### src/text_bounding_box_unit_assert.svh
// ----------------------------------------------------------------------------
// Text bounding box unit: assertion macros
// Concurrent assertion wrappers, compiled out when NO_ASSERTIONS is defined.
// ----------------------------------------------------------------------------
`ifndef TEXT_BOUNDING_BOX_UNIT_ASSERT_SVH
`define TEXT_BOUNDING_BOX_UNIT_ASSERT_SVH

`ifndef NO_ASSERTIONS
// checked only outside reset
`define TBB_ASSERT(label, prop, msg) \
    label: assert property (@(posedge i_clk) disable iff (!i_rst_n) prop) else $error(msg);
// checked in reset as well
`define TBB_ASSERT_RST(label, prop, msg) \
    label: assert property (@(posedge i_clk) prop) else $error(msg);
`else
`define TBB_ASSERT(label, prop, msg)
`define TBB_ASSERT_RST(label, prop, msg)
`endif

`endif

### src/tbb_pkg.sv
// ----------------------------------------------------------------------------
// Text bounding box package
// Transaction types, register indexes and character codes.
// ----------------------------------------------------------------------------
package tbb_pkg;

    localparam int CFG_IDX_W  = 3;
    localparam int CFG_DATA_W = 15;

    typedef enum logic [CFG_IDX_W-1:0] {
        CFG_FIRST_CODE   = 3'd0,
        CFG_LAST_CODE    = 3'd1,
        CFG_LINE_ADVANCE = 3'd2,
        CFG_SCREEN_WIDTH = 3'd3,
        CFG_WRAP_ENABLE  = 3'd4
    } t_cfg_idx;

    localparam logic [7:0]  RST_FIRST_CODE   = 8'd32;
    localparam logic [7:0]  RST_LAST_CODE    = 8'd126;
    localparam logic [7:0]  RST_LINE_ADVANCE = 8'd8;
    localparam logic [14:0] RST_SCREEN_WIDTH = 15'd320;
    localparam logic        RST_WRAP_ENABLE  = 1'b1;

    localparam logic [7:0] CHAR_NUL = 8'd0;
    localparam logic [7:0] CHAR_LF  = 8'd10;
    localparam logic [7:0] CHAR_CR  = 8'd13;

    // empty box: least above most
    localparam logic signed [15:0] BOX_LEAST_INIT = 16'sh7FFF;
    localparam logic signed [15:0] BOX_MOST_INIT  = -16'sd1;

    typedef struct packed {
        logic [7:0]         char_code;
        logic [7:0]         glyph_width;
        logic [7:0]         glyph_height;
        logic signed [7:0]  glyph_x_offset;
        logic signed [7:0]  glyph_y_offset;
        logic [7:0]         glyph_x_advance;
        logic signed [15:0] start_x;
        logic signed [15:0] start_y;
        logic               first_item;
        logic               last_item;
    } t_in_item;

    typedef struct packed {
        logic signed [15:0] box_x;
        logic signed [15:0] box_y;
        logic [15:0]        box_width;
        logic [15:0]        box_height;
    } t_out_item;

endpackage

### src/tbb_in_if.sv
// ----------------------------------------------------------------------------
// Text bounding box input channel
// Valid/ready channel carrying one character with its glyph metrics.
// ----------------------------------------------------------------------------
interface tbb_in_if import tbb_pkg::*; ();
    logic     valid;
    logic     ready;
    t_in_item data;

    modport source (output valid, output data, input ready);
    modport sink   (input valid, input data, output ready);
endinterface

### src/tbb_out_if.sv
// ----------------------------------------------------------------------------
// Text bounding box output channel
// Valid/ready channel carrying one bounding box result.
// ----------------------------------------------------------------------------
interface tbb_out_if import tbb_pkg::*; ();
    logic      valid;
    logic      ready;
    t_out_item data;

    modport source (output valid, output data, input ready);
    modport sink   (input valid, input data, output ready);
endinterface

### src/text_bounding_box_unit.sv
// ----------------------------------------------------------------------------
// Text bounding box unit
// Pen tracking and min/max box of a string set in a proportional font.
// ----------------------------------------------------------------------------
// Takes one character per transaction on i_in and emits one box on o_out for
// every character marked last_item. Throughput is one character per clock
// while no last_item character waits on a full output register; a character
// is held in an input register, where the pen and box registers are updated
// by a single pass of adds and compares, and a last_item character's box is
// registered in the output register as it leaves. The pen/box update loop
// sets that rate. Only a last_item character waits for a stalled output
// register; other characters keep flowing while a finished box waits to be
// taken. Configuration writes on i_cfg_* take effect at the next edge and are meant for idle periods.
// ----------------------------------------------------------------------------
`include "text_bounding_box_unit_assert.svh"

module text_bounding_box_unit import tbb_pkg::*; (
    input  logic                  i_clk,
    input  logic                  i_rst_n,
    input  logic                  i_cfg_we,
    input  logic [CFG_IDX_W-1:0]  i_cfg_idx,
    input  logic [CFG_DATA_W-1:0] i_cfg_data,
    tbb_in_if.sink                i_in,
    tbb_out_if.source             o_out
);

    // configuration
    logic [7:0]  r_first_code;
    logic [7:0]  r_last_code;
    logic [7:0]  r_line_advance;
    logic [14:0] r_screen_width;
    logic        r_wrap_enable;

    // string state
    logic signed [15:0] r_pen_x, r_pen_y, r_origin_x, r_origin_y;
    logic signed [15:0] r_least_x, r_least_y, r_most_x, r_most_y;
    logic               r_terminated;

    // input register and output register
    t_in_item  r_s1;
    logic      r_s1_valid;
    t_out_item r_out;
    logic      r_out_valid;

    // handshake
    logic in_fire, out_free, s1_fire;

    assign out_free   = !r_out_valid || o_out.ready;
    // only a box-producing character needs room in the output register
    assign s1_fire    = r_s1_valid && (!r_s1.last_item || out_free);
    assign i_in.ready = !r_s1_valid || s1_fire;
    assign in_fire    = i_in.valid && i_in.ready;

    assign o_out.valid = r_out_valid;
    assign o_out.data  = r_out;

    // ------------------------------------------------------------------
    // Character processing on the held item
    // ------------------------------------------------------------------
    logic signed [15:0] cur_pen_x, cur_pen_y, cur_origin_x, cur_origin_y;
    logic signed [15:0] cur_least_x, cur_least_y, cur_most_x, cur_most_y;
    logic               cur_term;

    logic is_nul, is_lf, is_cr, in_range, live, glyph;
    logic signed [17:0] wrap_sum;
    logic               wrap_hit, glyph_wrap, new_line;
    logic signed [15:0] pen_y_nl, gx_pen, gy_pen;
    logic signed [15:0] x_off16, y_off16, x1, y1, x2, y2;

    logic signed [15:0] n_pen_x, n_pen_y;
    logic signed [15:0] n_least_x, n_least_y, n_most_x, n_most_y;
    logic               n_terminated;
    t_out_item          n_out;

    always_comb begin
        // a first item restarts the string before the character is handled
        if (r_s1.first_item) begin
            cur_pen_x    = r_s1.start_x;
            cur_pen_y    = r_s1.start_y;
            cur_origin_x = r_s1.start_x;
            cur_origin_y = r_s1.start_y;
            cur_least_x  = BOX_LEAST_INIT;
            cur_least_y  = BOX_LEAST_INIT;
            cur_most_x   = BOX_MOST_INIT;
            cur_most_y   = BOX_MOST_INIT;
            cur_term     = 1'b0;
        end else begin
            cur_pen_x    = r_pen_x;
            cur_pen_y    = r_pen_y;
            cur_origin_x = r_origin_x;
            cur_origin_y = r_origin_y;
            cur_least_x  = r_least_x;
            cur_least_y  = r_least_y;
            cur_most_x   = r_most_x;
            cur_most_y   = r_most_y;
            cur_term     = r_terminated;
        end

        is_nul   = (r_s1.char_code == CHAR_NUL);
        is_lf    = (r_s1.char_code == CHAR_LF);
        is_cr    = (r_s1.char_code == CHAR_CR);
        in_range = (r_s1.char_code >= r_first_code) && (r_s1.char_code <= r_last_code);
        live     = !cur_term && !is_nul;
        glyph    = live && !is_lf && !is_cr && in_range;

        // wrap test in 18 bits so it never wraps
        wrap_sum = {{2{cur_pen_x[15]}}, cur_pen_x}
                 + {{10{r_s1.glyph_x_offset[7]}}, r_s1.glyph_x_offset}
                 + {10'd0, r_s1.glyph_width};
        wrap_hit   = r_wrap_enable && (wrap_sum > $signed({3'd0, r_screen_width}));
        glyph_wrap = glyph && wrap_hit;
        new_line   = (live && is_lf) || glyph_wrap;

        pen_y_nl = cur_pen_y + $signed({8'd0, r_line_advance});
        gx_pen   = glyph_wrap ? 16'sd0 : cur_pen_x;
        gy_pen   = glyph_wrap ? pen_y_nl : cur_pen_y;

        x_off16 = {{8{r_s1.glyph_x_offset[7]}}, r_s1.glyph_x_offset};
        y_off16 = {{8{r_s1.glyph_y_offset[7]}}, r_s1.glyph_y_offset};
        x1 = gx_pen + x_off16;
        y1 = gy_pen + y_off16;
        // zero-size glyphs give an edge one left of / above the origin
        x2 = x1 + $signed({8'd0, r_s1.glyph_width}) - 16'sd1;
        y2 = y1 + $signed({8'd0, r_s1.glyph_height}) - 16'sd1;

        n_least_x = (glyph && (x1 < cur_least_x)) ? x1 : cur_least_x;
        n_least_y = (glyph && (y1 < cur_least_y)) ? y1 : cur_least_y;
        n_most_x  = (glyph && (x2 > cur_most_x)) ? x2 : cur_most_x;
        n_most_y  = (glyph && (y2 > cur_most_y)) ? y2 : cur_most_y;

        if (glyph) begin
            n_pen_x = gx_pen + $signed({8'd0, r_s1.glyph_x_advance});
        end else if (new_line) begin
            n_pen_x = 16'sd0;
        end else begin
            n_pen_x = cur_pen_x;
        end
        n_pen_y      = new_line ? pen_y_nl : cur_pen_y;
        n_terminated = cur_term || is_nul;

        // empty axis reports the origin with zero size
        if (n_most_x >= n_least_x) begin
            n_out.box_x     = n_least_x;
            n_out.box_width = n_most_x - n_least_x + 16'sd1;
        end else begin
            n_out.box_x     = cur_origin_x;
            n_out.box_width = 16'd0;
        end
        if (n_most_y >= n_least_y) begin
            n_out.box_y      = n_least_y;
            n_out.box_height = n_most_y - n_least_y + 16'sd1;
        end else begin
            n_out.box_y      = cur_origin_y;
            n_out.box_height = 16'd0;
        end
    end

    // ------------------------------------------------------------------
    // Configuration registers
    // ------------------------------------------------------------------
    always_ff @(posedge i_clk) begin
        if (!i_rst_n) begin
            r_first_code   <= RST_FIRST_CODE;
            r_last_code    <= RST_LAST_CODE;
            r_line_advance <= RST_LINE_ADVANCE;
            r_screen_width <= RST_SCREEN_WIDTH;
            r_wrap_enable  <= RST_WRAP_ENABLE;
        end else if (i_cfg_we) begin
            case (t_cfg_idx'(i_cfg_idx))
                CFG_FIRST_CODE:   r_first_code   <= i_cfg_data[7:0];
                CFG_LAST_CODE:    r_last_code    <= i_cfg_data[7:0];
                CFG_LINE_ADVANCE: r_line_advance <= i_cfg_data[7:0];
                CFG_SCREEN_WIDTH: r_screen_width <= i_cfg_data[14:0];
                CFG_WRAP_ENABLE:  r_wrap_enable  <= i_cfg_data[0];
                default: ;
            endcase
        end
    end

    // ------------------------------------------------------------------
    // Pipeline and string state
    // ------------------------------------------------------------------
    always_ff @(posedge i_clk) begin
        if (!i_rst_n) begin
            r_s1_valid   <= 1'b0;
            r_out_valid  <= 1'b0;
            r_pen_x      <= 16'sd0;
            r_pen_y      <= 16'sd0;
            r_origin_x   <= 16'sd0;
            r_origin_y   <= 16'sd0;
            r_least_x    <= BOX_LEAST_INIT;
            r_least_y    <= BOX_LEAST_INIT;
            r_most_x     <= BOX_MOST_INIT;
            r_most_y     <= BOX_MOST_INIT;
            r_terminated <= 1'b0;
        end else begin
            if (in_fire) begin
                r_s1_valid <= 1'b1;
            end else if (s1_fire) begin
                r_s1_valid <= 1'b0;
            end

            if (s1_fire) begin
                r_pen_x      <= n_pen_x;
                r_pen_y      <= n_pen_y;
                r_origin_x   <= cur_origin_x;
                r_origin_y   <= cur_origin_y;
                r_least_x    <= n_least_x;
                r_least_y    <= n_least_y;
                r_most_x     <= n_most_x;
                r_most_y     <= n_most_y;
                r_terminated <= n_terminated;
            end

            if (s1_fire && r_s1.last_item) begin
                r_out_valid <= 1'b1;
            end else if (o_out.ready) begin
                r_out_valid <= 1'b0;
            end
        end
    end

    // payload registers
    always_ff @(posedge i_clk) begin
        if (in_fire) begin
            r_s1 <= i_in.data;
        end
        if (s1_fire && r_s1.last_item) begin
            r_out <= n_out;
        end
    end

    // ------------------------------------------------------------------
    // Assertions
    // ------------------------------------------------------------------
    `TBB_ASSERT_RST(a_rst_out_empty, !i_rst_n |=> !r_out_valid, "output valid after reset")
    `TBB_ASSERT(a_stall_holds_item, !i_in.ready |-> r_s1_valid, "input stalled with empty stage")
    `TBB_ASSERT(a_item_kept, r_s1_valid && !s1_fire |=> r_s1_valid, "held character dropped")
    `TBB_ASSERT(a_last_gives_box, s1_fire && r_s1.last_item |=> r_out_valid, "box not produced")
    `TBB_ASSERT(a_nul_terminates, s1_fire && (r_s1.char_code == CHAR_NUL) |=> r_terminated,
        "terminator not recorded")

endmodule

### src/flat_wrapper.sv
// flat-port wrapper written by rule: the top's interface ports become plain ports
module text_bounding_box_unit_flat import tbb_pkg::*;
  (i_clk, i_rst_n, i_cfg_we, i_cfg_idx, i_cfg_data, i_in_valid, i_in_data, i_in_ready, o_out_valid, o_out_data, o_out_ready);
  tbb_in_if i_in_i ();
  tbb_out_if o_out_i ();
  input  logic i_clk;
  input  logic i_rst_n;
  input  logic i_cfg_we;
  input  logic [CFG_IDX_W-1:0] i_cfg_idx;
  input  logic [CFG_DATA_W-1:0] i_cfg_data;
  input wire logic [$bits(i_in_i.valid)-1:0] i_in_valid;
  input wire logic [$bits(i_in_i.data)-1:0] i_in_data;
  output wire logic [$bits(i_in_i.ready)-1:0] i_in_ready;
  output wire logic [$bits(o_out_i.valid)-1:0] o_out_valid;
  output wire logic [$bits(o_out_i.data)-1:0] o_out_data;
  input wire logic [$bits(o_out_i.ready)-1:0] o_out_ready;
  assign i_in_i.valid = i_in_valid;
  assign i_in_i.data = i_in_data;
  assign i_in_ready = i_in_i.ready;
  assign o_out_valid = o_out_i.valid;
  assign o_out_data = o_out_i.data;
  assign o_out_i.ready = o_out_ready;
  text_bounding_box_unit u_core (.i_clk(i_clk), .i_rst_n(i_rst_n), .i_cfg_we(i_cfg_we), .i_cfg_idx(i_cfg_idx), .i_cfg_data(i_cfg_data), .i_in(i_in_i), .o_out(o_out_i));
endmodule
### config.mk
export PLATFORM = sky130hd
export DESIGN_NAME = text_bounding_box_unit_flat
export DESIGN_NICKNAME = d
export VERILOG_FILES = /design/src/tbb_pkg.sv /design/src/tbb_in_if.sv /design/src/tbb_out_if.sv /design/src/text_bounding_box_unit.sv /design/src/flat_wrapper.sv
export VERILOG_INCLUDE_DIRS = /design/src /design/src/src
export SDC_FILE = /design/constraint.sdc
export NUM_CORES = 1
export LEC_CHECK = 0
export BUFFER_PORTS_ARGS = -buffer_cell sky130_fd_sc_hd__buf_2
export CAP_MARGIN = 10
export CORE_MARGIN = 3
export CORE_UTILIZATION = 50
export DETAILED_ROUTE_END_ITERATION = 12
export HOLD_SLACK_MARGIN = 0.02
export PLACE_DENSITY = 0.68
export SKIP_LAST_GASP = 1
export SLEW_MARGIN = 10
export SYNTH_ARGS = -nofsm -noshare
export SYNTH_HDL_FRONTEND = slang
export SYNTH_SLANG_ARGS = --single-unit
### constraint.sdc
create_clock -name i_clk -period 23.4 [get_ports i_clk]
set_input_delay 4.68 -clock i_clk [delete_from_list [all_inputs] [get_ports i_clk]]
set_output_delay 4.68 -clock i_clk [all_outputs]
set_load 0.05 [all_outputs]
### Word level (Yosys, flattened, before mapping)

Cells that the tools add are included.

| word-level totals | value |
|---|---|
| register bits | 317 |
| input bits | 105 |
| output and inout bits | 66 |
| logic and storage cells | 119 |

| operators by class | value |
|---|---|
| add/subtract/negate cells | 14 |
| order comparisons | 9 |
| eq/ne operators | 6 |
| mux-type cells | 24 |
| reductions and logical operators | 36 |

Operators by type and width:

| operator | count |
|---|---|
| $mux W16 | 19 |
| $add A16 B9 Y16 | 4 |
| $add A16 B2 Y16 const B | 2 |
| $add A16 B8 Y16 | 2 |
| $ge A16 B16 Y1 | 2 |
| $gt A16 B16 Y1 | 2 |
| $lt A16 B16 Y1 | 2 |
| $sub A16 B16 Y16 | 2 |
| $sub A16 B2 Y16 const B | 2 |
| $add A18 B8 Y18 | 1 |
| $gt A18 B16 Y1 | 1 |
| $add A16 B8 Y17 | 1 |
| $eq A8 B4 Y1 const B | 2 |
| $logic_and A1 B1 Y1 | 15 |
| $reduce_and A2 Y1 | 5 |
| $ge A8 B8 Y1 | 1 |
| $le A8 B8 Y1 | 1 |
| $logic_not A8 Y1 | 1 |
| $logic_not A1 Y1 | 7 |
| $eq A3 B2 Y1 const B | 2 |
| $logic_or A1 B1 Y1 | 5 |
| $mux W1 | 5 |
| $reduce_bool A2 Y1 | 2 |
| $eq A3 B1 Y1 const B | 1 |
| other kinds (2) | 2 |

### Depth between registers and ports, before layout

Gate-level depths: netlist (run 1).

| logic depth | value |
|---|---|
| word-level depth | 16 |
| mapped depth | 89 |
| mapped depth without buffers | 82 |

### Least setup slack after synthesis (run 1)

No wires, ideal clock.

| timing | value |
|---|---|
| kind | register to register |
| start point | register u_core.r_s1[1] in the netlist's numbering |
| end point | register u_core.r_out, in the netlist u_core.o_out.data[31] (data pin) |
| setup time | 263 ps |
| data arrival time | 15017 ps |
| data required time | 23137 ps |
| slack | 8120 ps |
| stages on the path, launching flop included | 85 |
| buffers on the path | 7 |
| period minus slack after synthesis | 15280 ps |
| cells stage by stage | edfxtp_1 clkbuf_1 clkbuf_1 buf_1 mux2i_1 inv_1 ha_1 inv_1 fa_1 fa_1 nor2b_1 o211ai_1 a21bo_2 a21oi_1 o311a_1 nand3_1 or3_1 xor2_1 [... 49 more ...] ha_1 fa_1 a21o_1 a21oi_1 o21bai_1 a21oi_1 o21bai_1 a21oi_1 nor2_1 o21ai_0 nand2b_1 nor2b_1 o21ai_0 nand2b_1 a21o_1 a21oi_1 xnor2_1 nor2_1 |

| on the way | value |
|---|---|
| word-level cells in the longest chain between the ends | 16 |
| elaborated cells on any way between the ends | 27 |
| those cells by class | add/sub (7); order compare (4); mux (7); reduce/logical (9) |

Ends and longest elaborated chain:

| element | RTL line | text |
|---|---|---|
| from (decl) | text_bounding_box_unit.sv:40 | `t_in_item r_s1;` |
| from (signal assigned) | text_bounding_box_unit.sv:226 | `r_s1 <= i_in.data;` |
| parallel branches: the longest is 13 deep, another holds $add A18 B8 Y18 | - |  |
| $mux W16 (*) | text_bounding_box_unit.sv:128 | `n_most_x = (glyph && (x2 > cur_most_x)) ? x2 : cur_most_x;` |
| named net u_core.n_most_x[1] | text_bounding_box_unit.sv:71 | `logic signed [15:0] n_least_x, n_least_y, n_most_x, n_most_y;` |
| $sub A16 B16 Y16 | text_bounding_box_unit.sv:144 | `n_out.box_width = n_most_x - n_least_x + 16'sd1;` |
| $add A16 B2 Y16 | text_bounding_box_unit.sv:144 |  |
| to (signal assigned) | text_bounding_box_unit.sv:229 | `r_out <= n_out;` |
| to (decl) | text_bounding_box_unit.sv:42 | `t_out_item r_out;` |

Mark *: on every way through the listed nets, which the timed path passes.
A chain may end at the register's enable or synchronous reset.

### Worst setup path in the final report (run 1)

Ends and elaborated chain as after synthesis.

==> load_flow_metrics.sql, run 1 <==
INSERT INTO impl_metrics (metric_group, metric, value, unit) VALUES
('power_and_ir_drop', 'irDropWorstVdd', '0.00009357', 'V'),
('sta', 'maximum_clock_skew_at_final_layout', '0.02964', 'ns'),
('sta', 'rsz0062_at_grt', 'false', ''),
('global_route', 'globalRouteTotalUtil', '25.86', '%'),
('sta', 'timing.fmax', '0.05835', 'GHz'),
('clocking', 'clk_pin_slew_worst_paths', '0.06', 'ns'),
('setup_path', 'reg2reg_depth', '76', ''),
('clocking', 'cts-buffers-inserted', '37', ''),
('finish', 'drive_gt1_share', '12.23', '%'),
('sta', 'setup_viol', '0', ''),
('yosys', 'synth_warnings', '0', ''),
('die', 'die_height', '220.6', 'um'),
('placed_design', 'place.port_buffers', '170', ''),
('yosys', 'synth.yosys.seq_area_share', '33.91', '%'),
('sta', 'worst-slew-pin-transition', '1.128', 'ns'),
('clocking', 'ctsResizeCount', '0', ''),
('outcome', 'status', 'finished clean', ''),
('global_route', 'grt.overflow.total', '0', ''),
('setup_path', 'critical_path_peak_fanout', '133', ''),
('clocking', 'cts.root.buffer_cell', 'sky130_fd_sc_hd__clkbuf_16', ''),
('setup_path', 'cp-end-kind', 'flip-flop', ''),
('detailed_routing', 'drt_iter0_markers', '1634', ''),
('sta', 'hold_viol', '0', ''),
('global_route', 'number_of_global_route_vias_before_repair', '18570', ''),
('setup_path', 'critical_path.slowest_cell', 'sky130_fd_sc_hd__nor3b_1', ''),
('setup_path', 'critical_path.reg2reg.endpoint', 'u_core.o_out.data[31]$_SDFFCE_PN0P_', ''),
('die', 'die_width', '220.6', 'um'),
('hold_path', 'hold-path-cell-count', '2', ''),
('power_and_ir_drop', 'power_density', '105.4', 'nW/um^2'),
('detailed_routing', 'vias', '19890', ''),
('finish', 'fin_nets', '3191', ''),
('yosys', 'synth-edff-count', '146', ''),
('die', 'initial_core_util', '51.28', '%'),
('detailed_routing', 'remaining_drc_errors', '0', ''),
('yosys', 'ys_ff_latch', '317', ''),
('sta', 'finalMaxSlewViolations', '0', ''),
('placed_design', 'place_ws', '6.448', 'ns'),
('sta', 'timing.final.crit_period', '17.14', 'ns'),
('sta', 'finalWorstSetupSlack', '6.262', 'ns'),
('clocking', 'total_setup_buffers_inserted_after_cts', '0', ''),
('yosys', 'largest_area_contributor_in_the_netlist', 'sky130_fd_sc_hd__edfxtp_1', ''),
('yosys', 'netlist.area_leader.share', '19.04', '%'),
('finish', 'seqCellArea', '7807', 'um^2'),
('placed_design', 'place.detailed.hpwl', '47.46', 'mm'),
('sta', 'finalSetupTns', '0', 'ns'),
('power_and_ir_drop', 'p_leak', '11.13', 'nW'),
('yosys', 'synth_top_cells_by_area', 'sky130_fd_sc_hd__edfxtp_1, sky130_fd_sc_hd__dfxtp_1, sky130_fd_sc_hd__ha_1', ''),
('yosys', 'synth_async_sr_flop_share', '0', '%'),
('die', 'num_rows', '77', ''),
('setup_path', 'crit_type', 'reg2reg', ''),
('global_route', 'initial_antenna_violation_count', '0', ''),
('finish', 'multiInputGateArea', '14030', 'um^2'),
('placed_design', 'dpl_cell_area', '24460', 'um^2'),
('yosys', 'syn-cell-area', '23020', 'um^2'),
('finish', 'flow.area_growth_from_synthesis', '11.98', '%'),
('finish', 'most-common-layout-cells', 'sky130_fd_sc_hd__nand2_1, sky130_fd_sc_hd__ha_1, sky130_fd_sc_hd__a21oi_1', ''),
('clocking', 'cts-root-to-sink-buffers', '3', ''),
('detailed_routing', 'drt.antenna.violating_nets', '0', ''),
('finish', 'antenna_cells_inserted', '0', ''),
('global_route', 'grt_first_pass_wirelength', '99.95', 'mm'),
('detailed_routing', 'drt_pre_antenna_iters', '6', ''),
('die', 'core_area', '44900', 'um^2'),
('setup_path', 'worst_ep_required_time', '23.67', 'ns'),
('detailed_routing', 'drt_wirelength', '63.80', 'mm'),
('sta', 'fin_crit_sh', '73.24', '%'),
('placed_design', 'gp_routability_congestion', '0.9226', ''),
('die', 'die-area', '48660', 'um^2'),
('yosys', 'synth_fp_nets', '3066', ''),
('yosys', 'post_synthesis_cell_count', '2683', ''),
('finish', 'design_area', '25780', 'um^2'),
('setup_path', 'timing.critical_path.slowest_cell_delay', '0.80', 'ns');
[layout make-up]
| cell class | instances | share of cell area (%) |
|---|---|---|
| clock buffer | 48 | 3.951 |
| clock inverter | 20 | 1.184 |
| inverter | 224 | 3.266 |
| multi-input combinational | 2035 | 54.42 |
| sequential | 317 | 30.28 |
| tap | 592 | 2.873 |
| timing repair buffer | 193 | 4.018 |
[synth_stat cells (4+ instances only)]
cell / count
sky130_fd_sc_hd__a31oi_1: 17
sky130_fd_sc_hd__mux2i_1: 29
sky130_fd_sc_hd__maj3_1: 4
sky130_fd_sc_hd__a21oi_1: 254
sky130_fd_sc_hd__nor2_1: 248
sky130_fd_sc_hd__nand4_1: 18
sky130_fd_sc_hd__o21bai_1: 28
sky130_fd_sc_hd__mux2_2: 46
sky130_fd_sc_hd__dfxtp_1: 171
sky130_fd_sc_hd__o22ai_1: 8
sky130_fd_sc_hd__inv_1: 220
sky130_fd_sc_hd__nor3_1: 39
sky130_fd_sc_hd__o21ai_0: 128
sky130_fd_sc_hd__o21ai_1: 5
sky130_fd_sc_hd__a22oi_1: 4
sky130_fd_sc_hd__o211ai_1: 56
sky130_fd_sc_hd__nor3b_1: 7
sky130_fd_sc_hd__ha_1: 256
sky130_fd_sc_hd__clkbuf_1: 93
sky130_fd_sc_hd__a211o_1: 6
sky130_fd_sc_hd__edfxtp_1: 146
sky130_fd_sc_hd__nand3_1: 49
sky130_fd_sc_hd__o31ai_1: 11
sky130_fd_sc_hd__or2_2: 19
sky130_fd_sc_hd__and2_1: 29
sky130_fd_sc_hd__a21o_1: 56
sky130_fd_sc_hd__o31a_1: 7
sky130_fd_sc_hd__fa_1: 22
sky130_fd_sc_hd__a211oi_1: 35
sky130_fd_sc_hd__a311oi_1: 7
sky130_fd_sc_hd__xor2_1: 30
sky130_fd_sc_hd__a2111oi_0: 5
sky130_fd_sc_hd__nand3b_1: 4
sky130_fd_sc_hd__nand2b_1: 22
sky130_fd_sc_hd__o2111ai_1: 4
sky130_fd_sc_hd__xnor2_1: 106
sky130_fd_sc_hd__or3_1: 12
sky130_fd_sc_hd__buf_1: 11
sky130_fd_sc_hd__a221oi_1: 6
sky130_fd_sc_hd__o21a_1: 29
sky130_fd_sc_hd__nor4_1: 7
sky130_fd_sc_hd__a21boi_0: 5
sky130_fd_sc_hd__and3_1: 10
sky130_fd_sc_hd__nand2_1: 315
sky130_fd_sc_hd__nor2b_1: 31
[per-stage QoR]
stage	util, %	cells	total power, mW
finish	57.42	3429	2.717
global route	57.42	3429	2.921
CTS	57.42	3429	2.723
detailed placement	54.48	3361	2.075
global placement	54.48	3361	2.047
floorplan	-	2683	1.757
[per-layer routing]
layer | routed length, um | vias up | GRT usage (%)
met3 | 4427 | 90 | 3.804
met1 | 29390 | 9409 | 37.11
li1 | - | 9727 | -
met4 | 1486 | 0 | 6.654
met2 | 28490 | 659 | 41.07
met5 | 0 | - | 0
[cell families (layout without fill, tap and decap cells)]
kind of cell,Yosys count,count (layout),share of synthesized area [%]
xor+xnor,137,137,5.272
mux,75,75,3.511
fa+ha+maj,283,283,16.05
buf+inv,331,485,5.424
compound gates,718,718,19.86
flops,317,317,33.91
simple gates,822,822,15.97
[worst max-delay path by stage]
stage | from | endpoint | slack [ns] | cells past startpoint
after detailed placement | u_core.r_s1[1]$_DFFE_PP_ | u_core.o_out.data[31]$_SDFFCE_PN0P_ | 6.45 | 76
after global placement | u_core.r_s1[1]$_DFFE_PP_ | u_core.o_out.data[31]$_SDFFCE_PN0P_ | 7.00 | 78
after CTS | u_core.r_s1[1]$_DFFE_PP_ | u_core.o_out.data[31]$_SDFFCE_PN0P_ | 6.34 | 76
after floorplan | u_core.r_s1[1]$_DFFE_PP_ | u_core.o_out.data[31]$_SDFFCE_PN0P_ | 8.12 | 84
final | u_core.r_s1[1]$_DFFE_PP_ | u_core.o_out.data[31]$_SDFFCE_PN0P_ | 6.26 | 76
after global routing | u_core.r_s1[1]$_DFFE_PP_ | u_core.o_out.data[31]$_SDFFCE_PN0P_ | 4.73 | 76
[registers in the layout, indices dropped and copies added, names as in the netlist]
signal                 cells
u_core.r_wrap_enable       1
u_core.r_terminated        1
u_core.r_least_x          16
u_core.r_pen_y            16
u_core.r_origin_x         16
u_core.r_most_x           16
u_core.r_line_advance      8
u_core.o_out.data         64
u_core.r_pen_x            16
u_core.r_screen_width     15
u_core.r_least_y          16
u_core.r_s1_valid          1
u_core.r_origin_y         16
u_core.r_first_code        8
u_core.r_s1               82
u_core.r_most_y           16
u_core.r_last_code         8
u_core.o_out.valid         1
[power breakdown]
group	leakage (nW)	switching, mW	internal, mW
clock network	0.645	0.247	0.387
registers	2.79	0.0248	0.660
logic	7.70	0.850	0.549
[critical path: cells and delay by family, from the launching register on]
| family | cells | cell delay, ns |
|---|---|---|
| xor+xnor | 8 | 1.75 |
| compound gates | 32 | 5.87 |
| buf+inv | 6 | 1.55 |
| fa+ha+maj | 8 | 2.56 |
| mux | 2 | 0.63 |
| flops | 1 | 0.55 |
| simple gates | 20 | 3.90 |
Power figures use the tool's default switching activity.
==> inputs of run 2 (changes only) <==
ABC_AREA = 1   (was not set)
PLACE_DENSITY = 0.71   (was 0.68)
clock period = 13.9 ns   (was 23.4 ns; I/O delays follow)
==> load_flow_metrics.sql, run 2 <==
INSERT INTO impl_metrics (metric_group, metric, value, unit) VALUES
('outcome', 'status', 'finished clean', ''),
('clocking', 'clock_tree_from_tritoncts', 'done', ''),
('sta', 'finalMaxSlewViolations', '0', ''),
('setup_path', 'critical_path.slowest_cell', 'sky130_fd_sc_hd__clkinvlp_4', ''),
('placed_design', 'place_ws', '0.1054', 'ns'),
('setup_path', 'cp-end-kind', 'flip-flop', ''),
('finish', 'design_area', '25820', 'um^2'),
('finish', 'largest_register_ffs', '82', ''),
('finish', 'fillerInstances', '4050', ''),
('placed_design', 'place.detailed.hpwl', '50.10', 'mm'),
('detailed_routing', 'drt_wirelength', '65.32', 'mm'),
('placed_design', 'gp_routability_congestion', '0.9100', ''),
('finish', 'final_common_cell', 'sky130_fd_sc_hd__nand2_1', ''),
('detailed_routing', 'remaining_drc_errors', '0', ''),
('setup_path', 'critPathMostFrequentCell', 'sky130_fd_sc_hd__nand2_1', ''),
('power_and_ir_drop', 'p_int', '2.565', 'mW'),
('sta', 'setup_viol', '0', ''),
('sta', 'maximum_clock_skew_at_final_layout', '0.03518', 'ns'),
('yosys', 'post_synthesis_cell_count', '3019', ''),
('clocking', 'insertion_delay', '0.58', 'ns'),
('clocking', 'cts-buffers-inserted', '38', ''),
('die', 'initial_core_util', '51.18', '%'),
('yosys', 'synth_async_sr_flop_share', '0', '%'),
('finish', 'regMostFlops', 'u_core.r_s1', ''),
('power_and_ir_drop', 'p_sw_share', '43.81', '%'),
('finish', 'flow.area_growth_from_synthesis', '12.86', '%'),
('yosys', 'synth_warnings', '0', ''),
('yosys', 'most_repeated_cell_in_the_gate_level_netlist_after_synthesis', 'sky130_fd_sc_hd__nand2_1', ''),
('sta', 'timing.fmax', '0.07658', 'GHz'),
('finish', 'most-common-layout-cells', 'sky130_fd_sc_hd__nand2_1, sky130_fd_sc_hd__inv_1, sky130_fd_sc_hd__ha_1', ''),
('detailed_routing', 'drt_iter0_markers', '1881', ''),
('clocking', 'cts.htree.levels', '2', ''),
('global_route', 'number_of_global_route_vias_before_repair', '19560', ''),
('yosys', 'post_synth_num_cell_types', '59', ''),
('finish', 'antenna_cells_inserted', '0', ''),
('finish', 'drive_gt1_share', '12.92', '%'),
('global_route', 'grt.overflow.total', '0', ''),
('detailed_routing', 'vias_per_cell', '5.508', ''),
('sta', 'worst-slew-pin-transition', '1.206', 'ns'),
('power_and_ir_drop', 'p_leak', '12.32', 'nW'),
('sta', 'finalWorstSetupSlack', '0.8425', 'ns'),
('yosys', 'synth.yosys.seq_area_share', '34.12', '%'),
('die', 'core_area', '44700', 'um^2'),
('yosys', 'largest_area_contributor_in_the_netlist', 'sky130_fd_sc_hd__edfxtp_1', ''),
('hold_path', 'min_path_type', 'reg2reg', ''),
('clocking', 'cts.root.buffer_cell', 'sky130_fd_sc_hd__clkbuf_16', ''),
('yosys', 'synth_fp_nets', '3402', ''),
('detailed_routing', 'drt_pre_antenna_iters', '6', ''),
('die', 'die-area', '48360', 'um^2'),
('setup_path', 'worst-path-buf-inv', '9', ''),
('setup_path', 'timing.critical_path.slowest_cell_delay', '0.65', 'ns'),
('yosys', 'synth-edff-count', '146', ''),
('placed_design', 'dpl_cell_area', '24300', 'um^2'),
('finish', 'fin_nets', '3558', ''),
('clocking', 'hold_buffers', '0', ''),
('detailed_routing', 'drt-wirelength-per-cell', '17.20', 'um'),
('setup_path', 'critPathTopFamily', 'simple AND/OR/NAND/NOR gates', ''),
('clocking', 'clk_pin_slew_worst_paths', '0.06', 'ns'),
('setup_path', 'ff2ff_setup_slack', '0.84', 'ns'),
('setup_path', 'crit_type', 'reg2reg', ''),
('power_and_ir_drop', 'p_seq_share', '25.5', '%'),
('yosys', 'synth_top_flop_cell', 'sky130_fd_sc_hd__dfxtp_1', ''),
('setup_path', 'worst-endpoint-arrival', '13.34', 'ns'),
('clocking', 'clock-sinks', '317', ''),
('detailed_routing', 'drt.antenna.violating_nets', '0', ''),
('global_route', 'grt_first_pass_wirelength', '102.4', 'mm'),
('die', 'num_rows', '77', ''),
('power_and_ir_drop', 'irDropWorstVdd', '0.0001211', 'V'),
('job', 'maxCapViolCount', '0', ''),
('die', 'die_width', '219.9', 'um'),
('yosys', 'synth_top_cells_by_area', 'sky130_fd_sc_hd__edfxtp_1, sky130_fd_sc_hd__dfxtp_1, sky130_fd_sc_hd__ha_1', ''),
('clocking', 'cts-root-to-sink-buffers', '3', ''),
('yosys', 'syn-mean-instance-area', '7.578', 'um^2'),
('global_route', 'grt_max_degree', '118', ''),
('global_route', 'globalRouteTotalUtil', '26.60', '%'),
('sta', 'timing.final.crit_period', '13.06', 'ns'),
('setup_path', 'setup.worst_path.start_class', 'flip-flop', ''),
('die', 'die_height', '219.9', 'um'),
('setup_path', 'critical_path_peak_fanout', '29', ''),
('global_route', 'initial_antenna_violation_count', '0', ''),
('sta', 'fin_crit_sh', '93.94', '%'),
('yosys', 'ys_ff_latch', '317', ''),
('sta', 'slew-limit-headroom', '19.60', '%'),
('yosys', 'syn-cell-area', '22880', 'um^2'),
('detailed_routing', 'vias', '20920', ''),
('yosys', 'synth.top_cells.by_count', 'sky130_fd_sc_hd__nand2_1, sky130_fd_sc_hd__inv_1, sky130_fd_sc_hd__ha_1', ''),
('setup_path', 'worst_ep_required_time', '14.19', 'ns'),
('power_and_ir_drop', 'power_density', '176.8', 'nW/um^2'),
('power_and_ir_drop', 'share_clk_of_total_power', '22.2', '%'),
('power_and_ir_drop', 'share_comb_of_total_power', '52.3', '%'),
('sta', 'hold_viol', '0', ''),
('die', 'io_pins', '171', ''),
('finish', 'multiInputGateArea', '13300', 'um^2'),
('placed_design', 'place.port_buffers', '170', ''),
('yosys', 'netlist.area_leader.share', '19.16', '%'),
('power_and_ir_drop', 'netSwitchingPower', '2.000', 'mW'),
('finish', 'seqCellArea', '7807', 'um^2');
-- run 2: cell count changes in the layout (fill, tap and decap cells not counted), sizes merged, moves of 35 or more --
cell    delta
mux2      -46
o211ai    -38
nand2    +435
xor2      +37
a21o      -52
o21ai    +138
inv      +174
a31oi     +41
xnor2     -78
nor2      -52
nor3      -35
nand3     +83
-- run 2: metal layers --
metal | part of all wire (%) | global-route usage, %
met4 | 3.4 | 9.187
met3 | 7.6 | 3.792
met2 | 42 | 40.62
met1 | 47 | 38.58
met5 | 0 | 0
-- run 2: final timing paths --
kind	start	endpoint	depth (start not counted)
worst max-delay path	u_core.r_s1[1]$_DFFE_PP_	u_core.o_out.data[43]$_DFFE_PP_	72
worst min-delay path	u_core.r_pen_y[9]$_SDFFE_PN0P_	u_core.r_pen_y[9]$_SDFFE_PN0P_	2
worst max register to register	u_core.r_s1[1]$_DFFE_PP_	u_core.o_out.data[43]$_DFFE_PP_	72
worst min register to register	u_core.r_pen_y[9]$_SDFFE_PN0P_	u_core.r_pen_y[9]$_SDFFE_PN0P_	2
-- run 2: worst register-to-register path: cells and delay by family (launching register included) --
family                   cells  cell delay, ns
XOR/XNOR                     4            0.91
AND/OR/NAND/NOR             29            4.40
adder cells (fa/ha/maj)      7            2.32
flip-flops                   1            0.37
buffers and inverters        9            1.54
AO/OA/AOI/OAI               23            3.26
-- run 2: cell families (layout without fill, tap and decap cells) --
family | after synthesis | count (layout) | synth area share, %
AND/OR/NAND/NOR | 1167 | 1168 | 21.96
AO/OA/AOI/OAI | 665 | 665 | 16.01
flip-flops | 317 | 317 | 34.12
buffers and inverters | 497 | 682 | 8.280
adder cells (fa/ha/maj) | 278 | 278 | 15.92
XOR/XNOR | 95 | 95 | 3.702
-- run 2: repair_timing --
item | in CTS | in global routing
gates resized for setup | 0 | 35
setup buffers | 0 | 13
endpoints found under the setup margin | 0 | 54
endpoints found under the hold margin | 0 | 0
-- run 2: per-stage QoR --
stage                     util, %  TNS [ns]  power (mW)  std cells  hold slack (ns)
after global placement      54.37         0       3.422       3713           0.4479
after floorplan                 -         0       2.928       3019           0.4331
after global routing        57.76   -0.1723       4.930       3797           0.4807
after CTS                   57.24         0       4.518       3783           0.4648
after detailed placement    54.37         0       3.489       3713           0.4553
final                       57.76         0       4.565       3797           0.4627
-- run 2: final cells by class --
class / instances / area share, %
clock buffers: 53 / 4.303
clock inverters: 17 / 0.6590
well taps: 592 / 2.869
flip-flops and latches: 317 / 30.24
inverters: 400 / 5.883
repair buffers: 212 / 4.536
multi-input cells: 2206 / 51.51
-- run 2: power by group through the flow --
stage                     clock network (mW)  registers (mW)  logic (mW)
after global placement                     0            1.18        2.24
after global routing                    1.07            1.17        2.69
final                                   1.01            1.17        2.39
after floorplan                            0            1.29        1.64
after CTS                               1.03            1.17        2.32
after detailed placement                   0            1.18        2.30
